[src/rtl/tpg_pkg.sv]
`timescale 1ns / 1ps
// ----------------------------------------------------------------------------
// tpg_pkg
// Shared types, constants and helpers of the trapezoid profile generator.
// ----------------------------------------------------------------------------
package tpg_pkg;

  localparam logic [2:0] REG_START_POS  = 3'd0;
  localparam logic [2:0] REG_TARGET_POS = 3'd1;
  localparam logic [2:0] REG_PROF_VEL   = 3'd2;
  localparam logic [2:0] REG_PROF_ACCEL = 3'd3;
  localparam logic [2:0] REG_TOTAL_TIME = 3'd4;

  localparam logic [50:0] DCAP    = 51'h4_0000_0000_0000;
  localparam logic [39:0] VEL_MAX = 40'hFF_FFFF_FFFF;
  localparam logic signed [47:0] POS_MAX = 48'sh7FFF_FFFF_FFFF;
  localparam logic signed [47:0] POS_MIN = 48'sh8000_0000_0000;

  typedef enum logic [2:0] {
    S_IDLE,
    S_DIV,
    S_ISSUE,
    S_WAIT,
    S_OUT
  } state_t;

  typedef enum logic [3:0] {
    OP_VEL_ACC,
    OP_SQ_T,
    OP_SQ_TA,
    OP_SQ_TD,
    OP_HALF_POS,
    OP_HALF_DDEC,
    OP_CRUISE,
    OP_DV,
    OP_DCONST,
    OP_DVEC
  } op_t;

  typedef enum logic [1:0] {
    PH_ACCEL,
    PH_CRUISE,
    PH_DECEL
  } phase_t;

  typedef enum logic [1:0] {
    K_START,
    K_HOLD,
    K_FINISH,
    K_COMPUTE
  } kind_t;

  typedef struct packed {
    logic accept;
    logic go;
    op_t  op;
    logic load;
  } cmd_t;

  typedef struct packed {
    kind_t  kind;
    phase_t phase;
    logic   div_done;
    logic   mul_done;
    logic   out_full;
  } stat_t;

  function automatic op_t prog_op(input phase_t ph, input logic [2:0] step);
    op_t r;
    r = OP_SQ_TA;
    unique case (ph)
      PH_ACCEL: begin
        case (step)
          3'd0:    r = OP_VEL_ACC;
          3'd1:    r = OP_SQ_T;
          default: r = OP_HALF_POS;
        endcase
      end
      PH_CRUISE: begin
        case (step)
          3'd0:    r = OP_SQ_TA;
          3'd1:    r = OP_HALF_POS;
          default: r = OP_CRUISE;
        endcase
      end
      default: begin
        case (step)
          3'd0:    r = OP_DV;
          3'd1:    r = OP_SQ_TA;
          3'd2:    r = OP_HALF_POS;
          3'd3:    r = OP_DCONST;
          3'd4:    r = OP_DVEC;
          3'd5:    r = OP_SQ_TD;
          default: r = OP_HALF_DDEC;
        endcase
      end
    endcase
    return r;
  endfunction

  function automatic logic [2:0] prog_last(input phase_t ph);
    logic [2:0] r;
    r = 3'd6;
    unique case (ph)
      PH_ACCEL:  r = 3'd2;
      PH_CRUISE: r = 3'd2;
      default:   r = 3'd6;
    endcase
    return r;
  endfunction

  function automatic logic [50:0] cap50(input logic [111:0] x);
    logic [50:0] r;
    r = x[50:0];
    if ((|x[111:51]) || (x[50:0] > DCAP)) r = DCAP;
    return r;
  endfunction

  function automatic logic signed [47:0] sat53(input logic signed [52:0] x);
    logic signed [47:0] r;
    r = x[47:0];
    if (!((&x[52:47]) || !(|x[52:47]))) r = x[52] ? POS_MIN : POS_MAX;
    return r;
  endfunction

endpackage

[src/rtl/tpg_ctrl.sv]
`timescale 1ns / 1ps
// ----------------------------------------------------------------------------
// tpg_ctrl
// Sequencer: accepts items, steps the product program, loads results.
// ----------------------------------------------------------------------------
module tpg_ctrl
  import tpg_pkg::*;
(
  input  logic  clk,
  input  logic  rst,
  input  logic  in_valid,
  input  stat_t st,
  output logic  in_stall,
  output cmd_t  cmd
);

  state_t     state;
  state_t     state_next;
  logic [2:0] step;
  logic       last;

  assign last = step == prog_last(st.phase);

  always_comb begin
    state_next = state;
    unique case (state)
      S_IDLE: begin
        if (in_valid) begin
          unique case (st.kind)
            K_START:   state_next = S_DIV;
            K_COMPUTE: state_next = S_ISSUE;
            default:   state_next = S_OUT;
          endcase
        end
      end
      S_DIV:   if (st.div_done) state_next = S_OUT;
      S_ISSUE: state_next = S_WAIT;
      S_WAIT:  if (st.mul_done) state_next = last ? S_OUT : S_ISSUE;
      S_OUT:   if (!st.out_full) state_next = S_IDLE;
      default: state_next = S_IDLE;
    endcase
  end

  always_comb begin
    in_stall   = state != S_IDLE;
    cmd.accept = (state == S_IDLE) && in_valid;
    cmd.go     = state == S_ISSUE;
    cmd.op     = prog_op(st.phase, step);
    cmd.load   = (state == S_OUT) && !st.out_full;
  end

  always_ff @(posedge clk) begin
    if (rst) begin
      state <= S_IDLE;
      step  <= '0;
    end else begin
      state <= state_next;
      if (state == S_IDLE) begin
        step <= '0;
      end else if ((state == S_WAIT) && st.mul_done) begin
        step <= step + 3'd1;
      end
    end
  end

endmodule

[config.mk]
export PLATFORM = sky130hd
export DESIGN_NAME = tpg_ctrl
export DESIGN_NICKNAME = d
export VERILOG_FILES = /design/src/rtl/tpg_pkg.sv /design/src/rtl/tpg_ctrl.sv
export SDC_FILE = /design/constraint.sdc
export NUM_CORES = 1
export LEC_CHECK = 0
export BUFFER_PORTS_ARGS = -buffer_cell sky130_fd_sc_hd__buf_2
export CAP_MARGIN = 10
export CORE_MARGIN = 1
export CORE_UTILIZATION = 43
export DETAILED_ROUTE_END_ITERATION = 8
export PLACE_DENSITY = 0.83
export SYNTH_ARGS = -nofsm -noshare
export SYNTH_HDL_FRONTEND = slang
export SYNTH_SLANG_ARGS = --single-unit
[constraint.sdc]
create_clock -name clk -period 1.1 [get_ports clk]
set_input_delay 0.11 -clock clk [delete_from_list [all_inputs] [get_ports clk]]
set_output_delay 0.11 -clock clk [all_outputs]
set_load 0.005 [all_outputs]
==> results.md <==
- Placed standard-cell area: 721.9 um^2
- Filler Cells Inserted: 73
- Clk buf depth: 2
- Critical Path AT: roughly 1.3 ns
- Synthesized flop and latch total: 6
- 1st-pass router iterations: 4
- Routed vias/inst: 5.271
- Register area share after synthesis: 20.87%
- WS Path Type: reg -> out
- CP cell instances: inv_2, ha_2, o311ai_2, nand2_1, buf_2
- Vias: 622
- Maximum vdd drop: 0.0009388 V
- Total Die Area: 1489 um^2
- CTS sink cnt: 6
- Warnings, synthesis: 0
- Multi-input logic area: 466.7 um^2
- H-tree depth: 1
- Initial Utilization: 49.15%
- Cell Pwr Density: 823.0 nW/um^2
- Final setup vio count: 11
- Sw frac: 33.05%
- Worst Max-Slew Pin Slew: 0.2901 ns
- Iteration-0 DRC Markers: 4
- Mapped Nets: 86
- Leakage: approximately 0.43 nW
- Net switching power: 0.0002590 W
- Placer Congestion: 0.9004
- Root buffer cell: clkbuf_4
- ANT nets after route: 0
- Clock share of power: 27.3%
- Internal reg-to-reg setup slack: -0.10 ns
- Number of max-cap violations: 0
- Cell Area, Synth: about 580 um^2
- CP max stage delay: 0.37 ns
- # hold bufs at CTS: 0
- P&R area growth vs syn: 65.43%
- Maximum clock rate: between 600 and 700 MHz
- Row cnt: 12
- Mean post-synth cell area: about 8.2 um^2
- Finished Cell Area: 952.2 um^2
- Number of global-route vias before repair: 543
- Die Span X: 38.59 um
- Outcome: finished, violations left
- Slew HR: 80.62%
- Final #Nets: between 100 and 150
- Final Cycle Share: 132.0%
- Crit start category: flip-flop
- PortBufs: 17
- Detailed Route WL: approximately 1.7 mm
- Share of the core filled with cells: 81.30%
- CP top delay family: flip-flops
- ANT cells: 0
- Core box area: 1171 um^2
- Slowest CP cell: dfxtp_4
- Pins over their slew limit: 0
- Final worst slack: -0.3516 ns
- Pin count of the biggest net entering global routing: 11
- First-pass GRT wire length: 2.580 mm
- Critical path capture point type: output port
- Maximum fanout along the worst path: 3
- P_int: around 0.00052 W
- Min Tclk post-route: 1.452 ns
- Clock Skew: 0.01227 ns
- Sequential Area: 135.1 um^2
- Most frequent cells in the layout: buf_2, buf_6, buf_4
- Remaining Overflow, GRT: 0
- Chip height: 38.59 um
- Hold crit path type: in -> reg
- Initial antenna violation count: 0
- CTS tree: yes
- I/O pin count: 18
- Failing checks: setup timing
- RSZ-0062 raised after global routing: true
- Syn Inst Count: 70
- Total CTS buffers: 3
- Routed length per instance: roughly 15 um
- Latest clock arrival within the worst-skew pair: 0.25 ns
- Clock transition at path regs: ~0.050 ns
- Buf/Inv on CP: 2
- Layout cells sized above 1: between 60% and 70%
- Combinational power share: between 40% and 50%
- Req. time, crit path: 0.99 ns
- GRT Overall Usage: 26.74%
- Fin. Hold Viols: 0
- Unique cell type count in the Yosys netlist: 28
- Detailed placement HPWL: ~980 um
- Flop pwr share: between 30% and 40%
- Drc violations: 0
- Most common cell after layout, fill and taps aside: buf_2
==> stage by stage <==
stage	cells	worst slack (ns)	hold WS, ns	setup TNS, ns	total power, W
2_1_floorplan	70	-0.002882	0.1762	-0.004282	0.0003901
3_3_place_gp	106	-0.1097	0.3698	-0.4823	0.0004723
3_5_place_dp	106	-0.1352	0.3730	-0.6473	0.0004773
4_1_cts	120	-0.3117	0.09915	-2.010	0.0007599
5_1_grt	118	-0.3990	0.1379	-2.376	0.0008179
6_report	118	-0.3516	0.1177	-1.860	0.0007836
==> Yosys cell counts, drive strengths merged <==
master   number  area, um^2
ha            6       75.07
nand3         2       10.01
a211oi        1       7.510
buf           4       37.53
o32a          1       10.01
nor3b         1       7.510
o311ai        1       8.760
nand2         5       18.77
o21ai         3       15.01
a31oi         1       6.260
nor2          8       32.54
o41ai         1       8.760
nor4          1       6.260
nor3          4       20.02
a311oi        1       15.01
clkbuf        1       5.000
a21oi         2       10.01
mux2i         4       40.04
inv          11       41.29
xnor2         3       26.28
a221oi        1       15.01
nand4b        1       23.77
a2111oi       1       15.01
dfxtp         6       120.1
==> per-layer routing <==
| metal | track usage, % | wire length (um) | vias up |
|---|---|---|---|
| met5 | 0 | 0 | - |
| met4 | 10.34 | 30 | 0 |
| met3 | 7.514 | 45 | 4 |
| met2 | 41.67 | 812 | 9 |
| met1 | 34.39 | 831 | 299 |
| li1 | - | - | 310 |
==> layout make-up <==
class | instances | area share, %
sequential | 6 | 14.19
timing repair buffer | 36 | 28.25
multi-input combinational | 48 | 49.01
clock buffer | 3 | 2.365
tap | 14 | 1.840
inverter | 11 | 4.336
==> power groups by stage <==
stage | Clock, W | Sequential (W) | Combinational (W)
after floorplan | 0 | 0.000237 | 0.000153
after global placement | 0 | 0.000253 | 0.000219
after detailed placement | 0 | 0.000254 | 0.000224
after CTS | 0.000207 | 0.000251 | 0.000301
after global routing | 0.000224 | 0.000253 | 0.000342
final | 0.000214 | 0.000252 | 0.000317
==> path summary, 6_finish.rpt <==
check / depth (start not counted) / startpoint / end
setup / recovery: 5 / step[0] / cmd[2]
hold / removal: 2 / rst / state[2]
setup reg to reg: 5 / state[0] / state[2]
hold reg to reg: 2 / state[1] / state[2]
==> cells by family after synthesis <==
group,share of synthesized area [%]
AOI/OAI and AO/OA,19.35
adders and majority gates,13.04
DFF,20.87
xor gates and xnor gates,4.566
muxes,6.957
buffers and inverters,14.56
and+or+nand+nor,20.65
==> registers in the layout, indices dropped and copies added, names as in the netlist <==
register  count
state         3
step          3
==> what timing repair did <==
item / in CTS / in global routing
endpoints found under the hold margin: 0 / 0
setup endpoints to repair: 13 / 14
pin swaps: 12 / 7
resized for setup: 31 / 11
buffers inserted: 11 / 0
No activity file was read; power rests on OpenSTA's default activity.
